### src/hw/rtl/shapad_pkg.sv
// shared types and constants of the sha-512 message padder
// no dependencies; imported by the front, queue, back and top level

package shapad_pkg;

  // pad byte value, byte positions and word indexes inside a 1024-bit block
  localparam logic [7:0] PAD_BYTE   = 8'h80;
  localparam logic [6:0] LEN_START  = 7'd112;
  localparam logic [2:0] LANE_LAST  = 3'd7;
  localparam logic [3:0] LEN_HI_IDX = 4'd14;
  localparam logic [3:0] LEN_LO_IDX = 4'd15;

  // kind field codes at the input
  localparam logic KIND_DATA = 1'b0;
  localparam logic KIND_END  = 1'b1;

  // command classes handed from front to back
  typedef enum logic [1:0] {
    CMD_PACK = 2'd0,  // byte that stays in the partial word
    CMD_WORD = 2'd1,  // byte that completes a word
    CMD_END  = 2'd2   // end of message, start padding
  } cmd_e;

  typedef struct packed {
    cmd_e       op;
    logic [7:0] data;
  } cmd_t;

  typedef struct packed {
    logic full;
    logic empty;
  } q_stat_t;

  typedef struct packed {
    logic pad_busy;
    logic pop;
  } back_stat_t;

endpackage

### src/hw/rtl/sha512_message_padder.sv
// top level of the sha-512 message padder
// depends on shapad_pkg, shapad_front, shapad_queue and shapad_back

// The padder takes one message byte or end-of-message item per cycle unless
// in_stall_o is high and emits 64-bit big-endian words, sixteen to a
// 1024-bit block, with the word index and first/final block flags alongside.
// Every eighth byte of a word produces one output word. An end-of-message
// item starts the padding sequencer in the back end, which emits one word per
// cycle while out_stall_i is low: 0x80 and zeros up to word 13, and the
// 128-bit bit count in words 14 and 15 (a block that already holds 112 or
// more bytes is closed and a second one follows). The front classifies items
// and writes them into a small command queue (QUEUE_DEPTH entries), so input
// items keep arriving while the back is padding or its output register is
// stalled, until the queue is full; bytes that only fill the partial word
// drain from the queue without needing the output slot. No reset-time sweep
// is needed; control state clears at once, output and queue data do not.

module sha512_message_padder import shapad_pkg::*; #(
  parameter int unsigned QUEUE_DEPTH = 2
) (
  input  logic        clk_i,
  input  logic        rst_ni,
  // input item channel
  input  logic        in_valid_i,
  output logic        in_stall_o,
  input  logic        kind_i,
  input  logic [7:0]  data_byte_i,
  // result item channel
  output logic        out_valid_o,
  input  logic        out_stall_i,
  output logic [63:0] padded_word_o,
  output logic [3:0]  word_index_o,
  output logic        first_blk_o,
  output logic        final_block_o,
  output logic        last_of_run_o
);

  // front to queue
  logic       push;
  cmd_t       push_cmd;
  q_stat_t    q_stat;
  // queue to back
  logic       q_valid;
  cmd_t       q_cmd;
  back_stat_t back_stat;

  shapad_front u_front (
    .clk_i       (clk_i),
    .rst_ni      (rst_ni),
    .in_valid_i  (in_valid_i),
    .in_stall_o  (in_stall_o),
    .kind_i      (kind_i),
    .data_byte_i (data_byte_i),
    .q_stat_i    (q_stat),
    .push_o      (push),
    .cmd_o       (push_cmd)
  );

  shapad_queue #(
    .DEPTH (QUEUE_DEPTH)
  ) u_queue (
    .clk_i   (clk_i),
    .rst_ni  (rst_ni),
    .push_i  (push),
    .cmd_i   (push_cmd),
    .pop_i   (back_stat.pop),
    .valid_o (q_valid),
    .cmd_o   (q_cmd),
    .stat_o  (q_stat)
  );

  shapad_back u_back (
    .clk_i         (clk_i),
    .rst_ni        (rst_ni),
    .q_valid_i     (q_valid),
    .cmd_i         (q_cmd),
    .stat_o        (back_stat),
    .out_valid_o   (out_valid_o),
    .out_stall_i   (out_stall_i),
    .padded_word_o (padded_word_o),
    .word_index_o  (word_index_o),
    .first_blk_o   (first_blk_o),
    .final_block_o (final_block_o),
    .last_of_run_o (last_of_run_o)
  );

  // the padding sequencer never draws commands from the queue
  a_pad_holds_queue : assert property (
    @(posedge clk_i) disable iff (!rst_ni)
    back_stat.pad_busy |-> !back_stat.pop
  ) else $error("queue popped during padding run");

  // back only pops an item the queue really holds
  a_pop_not_empty : assert property (
    @(posedge clk_i) disable iff (!rst_ni)
    back_stat.pop |-> !q_stat.empty
  ) else $error("queue popped while empty");

  // end of a padding run is always the low length word of the final block
  a_last_is_length : assert property (
    @(posedge clk_i) disable iff (!rst_ni)
    (out_valid_o && last_of_run_o && final_block_o) |-> (word_index_o == LEN_LO_IDX)
  ) else $error("padding run ended off the length word");

endmodule

### src/hw/rtl/shapad_front.sv
// front end of the padder: accepts input items and classifies them
// depends on shapad_pkg; feeds shapad_queue

module shapad_front import shapad_pkg::*; (
  input  logic    clk_i,
  input  logic    rst_ni,
  input  logic    in_valid_i,
  output logic    in_stall_o,
  input  logic    kind_i,
  input  logic [7:0] data_byte_i,
  input  q_stat_t q_stat_i,
  output logic    push_o,
  output cmd_t    cmd_o
);

  // byte lane within the current word, tracks the back's position
  logic [2:0] lane_q, lane_d;

  assign in_stall_o = q_stat_i.full;
  assign push_o     = in_valid_i && !q_stat_i.full;

  always_comb begin
    cmd_o.data = data_byte_i;
    lane_d     = lane_q;
    if (kind_i == KIND_END) begin
      cmd_o.op   = CMD_END;
      cmd_o.data = 8'h00;
      if (push_o) lane_d = 3'd0;
    end else begin
      cmd_o.op = (lane_q == LANE_LAST) ? CMD_WORD : CMD_PACK;
      if (push_o) lane_d = lane_q + 3'd1;
    end
  end

  always_ff @(posedge clk_i or negedge rst_ni) begin
    if (!rst_ni) begin
      lane_q <= 3'd0;
    end else begin
      lane_q <= lane_d;
    end
  end

endmodule

### src/hw/rtl/shapad_queue.sv
// short command queue between the padder front and back
// depends on shapad_pkg

module shapad_queue import shapad_pkg::*; #(
  parameter int unsigned DEPTH = 2
) (
  input  logic    clk_i,
  input  logic    rst_ni,
  input  logic    push_i,
  input  cmd_t    cmd_i,
  input  logic    pop_i,
  output logic    valid_o,
  output cmd_t    cmd_o,
  output q_stat_t stat_o
);

  localparam int unsigned PtrW = (DEPTH > 1) ? $clog2(DEPTH) : 1;
  localparam int unsigned CntW = $clog2(DEPTH + 1);

  cmd_t            mem_q [DEPTH];
  logic [PtrW-1:0] wr_ptr_q, rd_ptr_q;
  logic [CntW-1:0] count_q;
  logic            do_push, do_pop;

  assign stat_o.full  = (count_q == CntW'(DEPTH));
  assign stat_o.empty = (count_q == '0);
  assign valid_o      = !stat_o.empty;
  assign cmd_o        = mem_q[rd_ptr_q];
  assign do_push      = push_i && !stat_o.full;
  assign do_pop       = pop_i && !stat_o.empty;

  always_ff @(posedge clk_i) begin
    if (do_push) mem_q[wr_ptr_q] <= cmd_i;
  end

  always_ff @(posedge clk_i or negedge rst_ni) begin
    if (!rst_ni) begin
      wr_ptr_q <= '0;
      rd_ptr_q <= '0;
      count_q  <= '0;
    end else begin
      if (do_push) begin
        wr_ptr_q <= (wr_ptr_q == PtrW'(DEPTH - 1)) ? '0 : wr_ptr_q + PtrW'(1);
      end
      if (do_pop) begin
        rd_ptr_q <= (rd_ptr_q == PtrW'(DEPTH - 1)) ? '0 : rd_ptr_q + PtrW'(1);
      end
      if (do_push && !do_pop) begin
        count_q <= count_q + CntW'(1);
      end else if (do_pop && !do_push) begin
        count_q <= count_q - CntW'(1);
      end
    end
  end

endmodule

### src/hw/rtl/shapad_back.sv
// back end of the padder: word packing, length count, padding sequencer
// and the output register; depends on shapad_pkg

module shapad_back import shapad_pkg::*; (
  input  logic        clk_i,
  input  logic        rst_ni,
  input  logic        q_valid_i,
  input  cmd_t        cmd_i,
  output back_stat_t  stat_o,
  output logic        out_valid_o,
  input  logic        out_stall_i,
  output logic [63:0] padded_word_o,
  output logic [3:0]  word_index_o,
  output logic        first_blk_o,
  output logic        final_block_o,
  output logic        last_of_run_o
);

  logic [55:0] partial_q, partial_d;
  logic [6:0]  pos_q, pos_d;
  logic [63:0] len_lo_q, len_lo_d;
  logic [63:0] len_hi_q, len_hi_d;
  logic        first_q, first_d;
  logic        pad_q, pad_d;
  logic [3:0]  pidx_q, pidx_d;
  logic        pfin_q, pfin_d;
  logic        pfb_q, pfb_d;

  logic        ovalid_q, ovalid_d;
  logic [63:0] oword_q, oword_d;
  logic [3:0]  oidx_q, oidx_d;
  logic        ofb_q, ofb_d;
  logic        ofin_q, ofin_d;
  logic        olast_q, olast_d;

  logic        out_ready, take, produce;
  logic [64:0] lo_sum;
  logic [2:0]  used;
  logic [3:0]  cur_idx;
  logic [63:0] pad_word;
  logic        cur_fin, cur_fb;

  assign out_ready = !ovalid_q || !out_stall_i;
  assign lo_sum    = {1'b0, len_lo_q} + 65'd8;
  assign used      = pos_q[2:0];
  assign cur_idx   = pos_q[6:3];
  assign pad_word  = {partial_q, PAD_BYTE} << {3'd7 - used, 3'b000};

  always_comb begin
    partial_d = partial_q;
    pos_d     = pos_q;
    len_lo_d  = len_lo_q;
    len_hi_d  = len_hi_q;
    first_d   = first_q;
    pad_d     = pad_q;
    pidx_d    = pidx_q;
    pfin_d    = pfin_q;
    pfb_d     = pfb_q;
    take      = 1'b0;
    produce   = 1'b0;
    oword_d   = oword_q;
    oidx_d    = oidx_q;
    ofb_d     = ofb_q;
    ofin_d    = ofin_q;
    olast_d   = olast_q;
    cur_fin   = 1'b0;
    cur_fb    = 1'b0;

    if (pad_q) begin
      // padding run: zero words, then the two length words
      produce = 1'b1;
      if (out_ready) begin
        oidx_d  = pidx_q;
        ofb_d   = pfb_q;
        ofin_d  = pfin_q;
        olast_d = pfin_q && (pidx_q == LEN_LO_IDX);
        if (pfin_q && (pidx_q == LEN_HI_IDX)) begin
          oword_d = len_hi_q;
        end else if (pfin_q && (pidx_q == LEN_LO_IDX)) begin
          oword_d = len_lo_q;
        end else begin
          oword_d = 64'd0;
        end
        if (olast_d) begin
          pad_d    = 1'b0;
          len_lo_d = 64'd0;
          len_hi_d = 64'd0;
          first_d  = 1'b1;
        end else if (pidx_q == LEN_LO_IDX) begin
          pidx_d = 4'd0;
          pfin_d = 1'b1;
          pfb_d  = 1'b0;
        end else begin
          pidx_d = pidx_q + 4'd1;
        end
      end
    end else if (q_valid_i) begin
      unique case (cmd_i.op)
        CMD_PACK: begin
          take      = 1'b1;
          partial_d = {partial_q[47:0], cmd_i.data};
          pos_d     = pos_q + 7'd1;
          len_lo_d  = lo_sum[63:0];
          len_hi_d  = len_hi_q + {63'd0, lo_sum[64]};
        end
        CMD_WORD: begin
          produce = 1'b1;
          take    = out_ready;
          if (out_ready) begin
            oword_d   = {partial_q, cmd_i.data};
            oidx_d    = cur_idx;
            ofb_d     = first_q;
            ofin_d    = 1'b0;
            olast_d   = 1'b1;
            partial_d = 56'd0;
            pos_d     = pos_q + 7'd1;
            len_lo_d  = lo_sum[63:0];
            len_hi_d  = len_hi_q + {63'd0, lo_sum[64]};
            // block wraps: later blocks are not first
            if (pos_q == 7'h7f) first_d = 1'b0;
          end
        end
        CMD_END: begin
          produce = 1'b1;
          take    = out_ready;
          cur_fin = (pos_q < LEN_START);
          cur_fb  = first_q;
          if (out_ready) begin
            oword_d   = pad_word;
            oidx_d    = cur_idx;
            ofb_d     = cur_fb;
            ofin_d    = cur_fin;
            olast_d   = 1'b0;
            pad_d     = 1'b1;
            partial_d = 56'd0;
            pos_d     = 7'd0;
            if (!cur_fin && (cur_idx == LEN_LO_IDX)) begin
              pidx_d = 4'd0;
              pfin_d = 1'b1;
              pfb_d  = 1'b0;
            end else begin
              pidx_d = cur_idx + 4'd1;
              pfin_d = cur_fin;
              pfb_d  = cur_fb;
            end
          end
        end
        default: begin
          take = 1'b1;
        end
      endcase
    end

    if (produce && out_ready) begin
      ovalid_d = 1'b1;
    end else if (!out_stall_i) begin
      ovalid_d = 1'b0;
    end else begin
      ovalid_d = ovalid_q;
    end
  end

  assign stat_o.pad_busy = pad_q;
  assign stat_o.pop      = take;

  assign out_valid_o   = ovalid_q;
  assign padded_word_o = oword_q;
  assign word_index_o  = oidx_q;
  assign first_blk_o   = ofb_q;
  assign final_block_o = ofin_q;
  assign last_of_run_o = olast_q;

  always_ff @(posedge clk_i or negedge rst_ni) begin
    if (!rst_ni) begin
      partial_q <= 56'd0;
      pos_q     <= 7'd0;
      len_lo_q  <= 64'd0;
      len_hi_q  <= 64'd0;
      first_q   <= 1'b1;
      pad_q     <= 1'b0;
      pidx_q    <= 4'd0;
      pfin_q    <= 1'b0;
      pfb_q     <= 1'b0;
      ovalid_q  <= 1'b0;
    end else begin
      partial_q <= partial_d;
      pos_q     <= pos_d;
      len_lo_q  <= len_lo_d;
      len_hi_q  <= len_hi_d;
      first_q   <= first_d;
      pad_q     <= pad_d;
      pidx_q    <= pidx_d;
      pfin_q    <= pfin_d;
      pfb_q     <= pfb_d;
      ovalid_q  <= ovalid_d;
    end
  end

  always_ff @(posedge clk_i) begin
    oword_q <= oword_d;
    oidx_q  <= oidx_d;
    ofb_q   <= ofb_d;
    ofin_q  <= ofin_d;
    olast_q <= olast_d;
  end

endmodule
### config.mk
export PLATFORM = sky130hd
export DESIGN_NAME = sha512_message_padder
export DESIGN_NICKNAME = d
export VERILOG_FILES = /design/src/hw/rtl/shapad_pkg.sv /design/src/hw/rtl/sha512_message_padder.sv /design/src/hw/rtl/shapad_front.sv /design/src/hw/rtl/shapad_queue.sv /design/src/hw/rtl/shapad_back.sv
export SDC_FILE = /design/constraint.sdc
export NUM_CORES = 1
export LEC_CHECK = 0
export CAP_MARGIN = 10
export CORE_ASPECT_RATIO = 1.75
export CORE_MARGIN = 4
export CORE_UTILIZATION = 40
export DETAILED_ROUTE_END_ITERATION = 8
export DONT_BUFFER_PORTS = 1
export GPL_TIMING_DRIVEN = 0
export RECOVER_POWER = 100
export SYNTH_ARGS = -nofsm -noshare
export SYNTH_HDL_FRONTEND = slang
export SYNTH_HIERARCHICAL = 1
export SYNTH_SLANG_ARGS = --single-unit
export TNS_END_PERCENT = 50
### constraint.sdc
create_clock -name clk_i -period 6.2 [get_ports clk_i]
set_input_delay 1.24 -clock clk_i [delete_from_list [all_inputs] [get_ports clk_i]]
set_output_delay 1.24 -clock clk_i [all_outputs]
set_load 0.005 [all_outputs]
## Word level (Yosys, flattened, before mapping)

Memories as Yosys holds them, arrays and structs flattened.
Index checks and enable logic that the tools add are counted.

- Register bits after elaboration: 278
- RAM bits: 20
- Word-level logic and storage cells: 190
- Memories kept: 1

Memory list:

| memory | depth | bits a word | read ports | clocked after memory_dff | write ports | RTL line | text |
|---|---|---|---|---|---|---|---|
| u_queue.mem_q | 2 | 10 | 1 | 0 | 1 | shapad_queue.sv:20 | `cmd_t mem_q [DEPTH];` |

- Add/subtract/negate cells: 11
- Order comparisons: 1
- Equal/unequal tests: 17
- Shifts and indexed selects: 1
- Mux-type cells: 101
- Bitwise logic cells: 2
- Reduce and logical (&&, ||, !) cells: 37

Operators by type and width:

| kind | number |
|---|---|
| 64-bit two-way mux | 15 |
| 64-bit case mux with 2 select lines | 3 |
| 56-bit case mux with 2 select lines | 1 |
| 64-bit by 4-bit adder with 65-bit output (second input constant) | 1 |
| 64-bit by 1-bit adder with 64-bit output | 1 |
| 64-bit by 6-bit << shifter with 64-bit output | 1 |
| 1-bit two-way mux | 56 |
| 56-bit two-way mux | 1 |
| 4-bit two-way mux | 13 |
| 5-bit AND reduction | 5 |
| 7-bit case mux with 3 select lines | 1 |
| 7-bit two-way mux | 2 |
| 4-bit == test (second input constant) | 3 |
| 2-bit nonzero test | 6 |
| 2-bit by 1-bit != test with 1-bit output (second input constant) | 5 |
| 1-bit logical AND | 9 |
| 3-bit two-way mux | 3 |
| 3-bit nonzero test | 3 |
| 4-bit by 1-bit adder with 4-bit output (second input constant) | 2 |
| 8-bit two-way mux | 1 |
| 2-bit != test (second input constant) | 4 |
| 4-bit AND reduction | 2 |
| 7-bit by 1-bit adder with 7-bit output (second input constant) | 1 |
| 7-bit == test (second input constant) | 1 |
| other kinds (17) | 30 |

## Depth between registers and ports, before layout

An unclocked memory read counts as a cell.

- Depth in word-level cells: 10
- Gate-level depth with buffers: 13
- Mapped depth without buffers: 10

## Modules after synthesis

Netlist, hierarchy kept.

By module, submodules not included:

| module | times used | cells each | area an instance (um2) | seq. area each (um2) |
|---|---|---|---|---|
| shapad_back | 1 | 1462 | 14401.3 | 7063.0 |
| shapad_queue | 1 | 51 | 932.1 | 700.7 |
| shapad_front | 1 | 24 | 275.3 | 75.1 |

## Least setup slack after synthesis

Ideal clock, no wire load.

- Path type: reg2reg
- From: register u_queue.rd_ptr_q
- To: register u_back.ofin_q, in the netlist u_back/final_block_o (enable)
- Library setup time: 0.490 ns
- Arrival: 4.370 ns
- Data required time: 5.710 ns
- Path slack: 1.340 ns
- Cell stages (with the launch flop): 9
- Path buffers: 2
- Period minus slack after synthesis: 4.860 ns
- Cells stage by stage: dfrtp_1 -> buf_4 -> mux2_2 -> inv_1 -> ha_1 -> clkbuf_1 -> or2_2 -> a21oi_1 -> nor2_1

RTL lines:

| what | RTL line | text |
|---|---|---|
| start, declared | shapad_queue.sv:21 | `logic [PtrW-1:0] wr_ptr_q, rd_ptr_q;` |
| start signal, assigned | shapad_queue.sv:46 | `rd_ptr_q <= (rd_ptr_q == PtrW'(DEPTH - 1)) ? '0 : rd_ptr_q + PtrW'(1);` |
| end signal, assigned | shapad_back.sv:203 | `ofin_q <= ofin_d;` |
| end, declared | shapad_back.sv:33 | `logic ofin_q, ofin_d;` |

## Worst setup path after layout

- From: register u_back.len_lo_q[50]
- To: register u_back.len_hi_q[63]

- Longest elaborated chain between the ends: 6

Ends and longest elaborated chain:

| what | RTL line | text |
|---|---|---|
| start, declared | shapad_back.sv:21 | `logic [63:0] len_lo_q, len_lo_d;` |
| start signal, assigned | shapad_back.sv:188 | `len_lo_q <= len_lo_d;` |
| 64-bit by 4-bit adder with 65-bit output * | shapad_back.sv:44 | `assign lo_sum = {1'b0, len_lo_q} + 65'd8;` |
| 64-bit by 1-bit adder with 64-bit output * | shapad_back.sv:104, shapad_back.sv:118 |  |
| 64-bit two-way mux | shapad_back.sv:109 | `if (out_ready) begin` |
| 64-bit case mux with 2 select lines * | shapad_back.sv:98 | `unique case (cmd_i.op)` |
| 64-bit two-way mux * | shapad_back.sv:97 | `end else if (q_valid_i) begin` |
| 64-bit two-way mux * | shapad_back.sv:69 | `if (pad_q) begin` |
| end signal, assigned | shapad_back.sv:189 | `len_hi_q <= len_hi_d;` |
| end, declared | shapad_back.sv:22 | `logic [63:0] len_hi_q, len_hi_d;` |

Mark *: on every way between the ends. The rest lies on a longest branch, timed or not. The select of a mux whose other input is x is not followed.
A chain may end at the register's enable or synchronous reset.

==> impl.org <==
** Cells and area
- The post-route netlist has 6.91% of its cells at a drive strength greater than 1.
- 0 antenna diodes ended up in the layout.
- In the layout the commonest cells are sky130_fd_sc_hd__dfrtp_1 (203), sky130_fd_sc_hd__nand2_1 (134), sky130_fd_sc_hd__a21oi_1 (127).
- The library cell used most frequently in the layout, excluding fill and tap cells, is sky130_fd_sc_hd__dfrtp_1.
- The finished cells cover 0.0171 mm².
- The finished layout holds 2076 standard cells, fillers aside.
- Post-layout nets :: 1596
- The layout has 3813 filler cells.
- Area overhead of the layout relative to synthesis :: 9.32%

** Worst setup path
- Crit-path max cell delay :: 770 ps
- The slowest stage of the critical path belongs to the cell sky130_fd_sc_hd__nor3_1.
- At the worst endpoint, the required time is 6710 ps.
- The worst setup path is launched from a flop.
- Type of the worst setup path :: flop to flop
- Of all nets on the critical path, the largest fanout is 10.
- Walking the worst path, the cells encountered are nand4_1, nor3_1, nand3_1, nor3_1, ha_1, and3_1, clkbuf_1, nand3_1, clkbuf_1, nor3_1, mux2i_1.
- Kind of end point of the critical path :: flop
- By instance count, the cell type seen most on the critical path is sky130_fd_sc_hd__nor3_1.
- Data on the critical path arrives at its endpoint at 5400 ps.

** Power and ir drop
- The share of total power dissipated in combinational logic is about 28%.
- Highest ir drop seen on vdd :: roughly 0.24 mV
- Net switching is between 30% and 40% of the power.
- In this run the power spent charging and discharging nets is 2.48 mW.
- Cell internal power was estimated by the tool at roughly 4 mW.
- For this design the ratio of total power to cell area is 382 mW/mm².
- Clock network fraction of total power :: 27.0%
- Part of the power in registers :: 44.9%
- Leakage :: between 6 and 7 nW
- Overall power consumption after layout is estimated at 6.52 mW.

** Global routing
- First-pass GRT wire length :: just under 90000 µm
- Global routing finished with a remaining overflow of 0.
- The number of global-route vias before repair was ~14000.
- Global routing used 27.4% of the available tracks.
- Antenna violations before repair :: 0
- Entering global routing, the biggest net connects 205 pins.

** Synth
- Synthesized Nets :: around 1600
- A synthesized cell averages 10.2 µm².
- The cell count after synthesis came out at 1535.
- Yosys printed 6 warnings.
- Cell area after synthesis :: 0.0156 mm²

** Detailed routing
- Summed over all layers, the routed wires come to 59500 µm.
- After the first detailed-routing iteration, the DRC count stood at 1765.
- Once detail routing completed, the nets flagged for antenna violations numbered 0.
- In the final routed layout, each cell accounts on average for 28.6 µm.
- Dividing the detail-routed via count by the number of cells gives ~6.6.
- Total via count in the routed design :: 13800
- Router iterations before antenna repair :: 9
- DR DRC count :: 9

** Timing
- On the final layout, the worst hold slack is 350 ps.
- Dividing the final minimum period by the clock period gives between 70% and 80%.
- Maximum achievable frequency :: 0.204 GHz
- Setup repair after global routing left no endpoint under its margin.
- Final critical-path setup slack :: 1310 ps
- For the final database, setup skew stands at 22.3 ps.
- Period minus WS final :: 4890 ps
- Transition time of the tightest slew-check pin :: slightly below 2000 ps
- Count of endpoints failing hold in the final timing report :: 0
- Headroom to the max-slew limit came out at -31.8%.
- The count of final max-slew check failures is 60.
- Total of endpoints with negative setup slack in the final report :: 0

** Floorplan
- The floorplan step defined a core boundary enclosing just under 0.04 mm².
- During I/O placement, the number of pins put on the boundary was 86.
- The initial utilization of the core area, before any placement, comes to 40.5%.
- Cell row count :: 95
- Die Area :: 0.0423 mm²
- Measured along the y axis, the die boundary spans 269 µm.
- Die outline width :: 157 µm

** Place
- The congestion estimate from routability-driven global placement came to 1.04.
- Detailed placement finished with a half-perimeter wire length of 44600 µm.
- Count of placed standard cells including taps :: 2022
- The placed instances occupy a cell area of 0.0163 mm².
- Quantity of I/O buffers inserted on ports :: 0
- Setup Slack @ Placement :: between 1500 and 2000 ps

** Clock network
- In this run the deepest clock path goes through 3 buffers.
- Post-CTS timing repair inserted 0 buffers for setup.
- Post-CTS clock slew at the launch and capture registers of the worst setup and hold paths :: ~70 ps
- TritonCTS clock tree :: yes
- Clock buffers created by TritonCTS :: 29
- Total clock sinks :: 295
- Gates resized during post-CTS repair numbered 0.
- In this run the clock root is driven by a sky130_fd_sc_hd__clkbuf_16.
- CTS built an H-tree with a depth of 1.
- In this run, post-CTS hold repair placed 0 buffers.
- The later pin in the worst-skew pair is clocked with a latency of 590 ps.

** Min path
- Hold/Removal Path Class :: input port to asynchronous set/reset pin

** Job
- Max Cap Violations :: 2

** Outcome
- The checks that failed: design-rule violations, max-capacitance violations, max-slew violations.
- The run finished, with violations left.
==> worst max-delay path, delay by kind of cell, from the launching register on <==
kind                       cells  cell delay, ps
adders and majority gates      1             420
muxes                          1             250
DFF                            1             540
buffers and inverters          2             660
and+or+nand+nor                7            2950
==> power by group through the flow <==
stage          clock (mW)  combinational [mW]  sequential [mW]
2_1_floorplan           0                1.30             2.75
3_3_place_gp            0                1.80             2.96
3_5_place_dp            0                1.85             2.94
4_1_cts              1.79                1.86             2.92
5_1_grt              1.87                1.96             2.96
6_report             1.76                1.83             2.93
==> registers in the layout, indices dropped and copies added (netlist names) <==
register,count
u_back/word_index_o,4
u_back/pad_q,1
u_back/len_hi_q,64
u_back/partial_q,56
u_back/pfin_q,1
u_queue/wr_ptr_q,1
u_back/pidx_q,4
u_back/last_of_run_o,1
u_back/first_q,1
u_queue/mem_q,20
u_back/first_blk_o,1
u_back/padded_word_o,64
u_back/pfb_q,1
u_back/final_block_o,1
u_queue/count_q,2
u_back/out_valid_o,1
u_back/len_lo_q,61
u_queue/rd_ptr_q,1
u_front/lane_q,3
u_back/pos_q,7
==> worst paths after layout <==
| check | from | endpoint | slack, ps | depth (start not counted) |
|---|---|---|---|---|
| hold reg to reg | u_queue/count_q[1] | u_queue/count_q[1] | 500 | 1 |
| max in group asynchronous | rst_ni | u_back/len_hi_q[27] | 5210 | 0 |
| setup reg to reg | u_back/len_lo_q[50] | u_back/len_hi_q[63] | 1310 | 11 |
| hold / removal | rst_ni | u_back/partial_q[52] | 350 | 0 |
| min in group clk_i | u_queue/count_q[1] | u_queue/count_q[1] | 500 | 1 |
| setup / recovery | u_back/len_lo_q[50] | u_back/len_hi_q[63] | 1310 | 11 |
==> per-stage QoR <==
stage | TNS (ps) | util [%]
2_1_floorplan | 0 | -
3_3_place_gp | -28530 | 42.1
3_5_place_dp | 0 | 42.2
4_1_cts | 0 | 44.6
5_1_grt | 0 | 44.3
6_report | 0 | 44.3
==> routing by layer <==
layer | part of all wire, % | track usage (%)
met1 | 36 | 31.2
met2 | 49 | 46.0
met3 | 5.7 | 3.58
met4 | 10 | 20.8
met5 | 0 | 0
==> area by class of cell <==
class	count	area [µm²]	area share [%]
clock buffers	33	741	4.34
inverters	39	146	0.859
plain buffers	103	408	2.39
well taps	485	607	3.56
repair buffers	2	7.51	0.0440
multi-input cells	1098	7120	41.8
flip-flops and latches	295	7840	46.0
clock inverters	21	179	1.05
No activity file was read; power rests on OpenSTA's default activity.
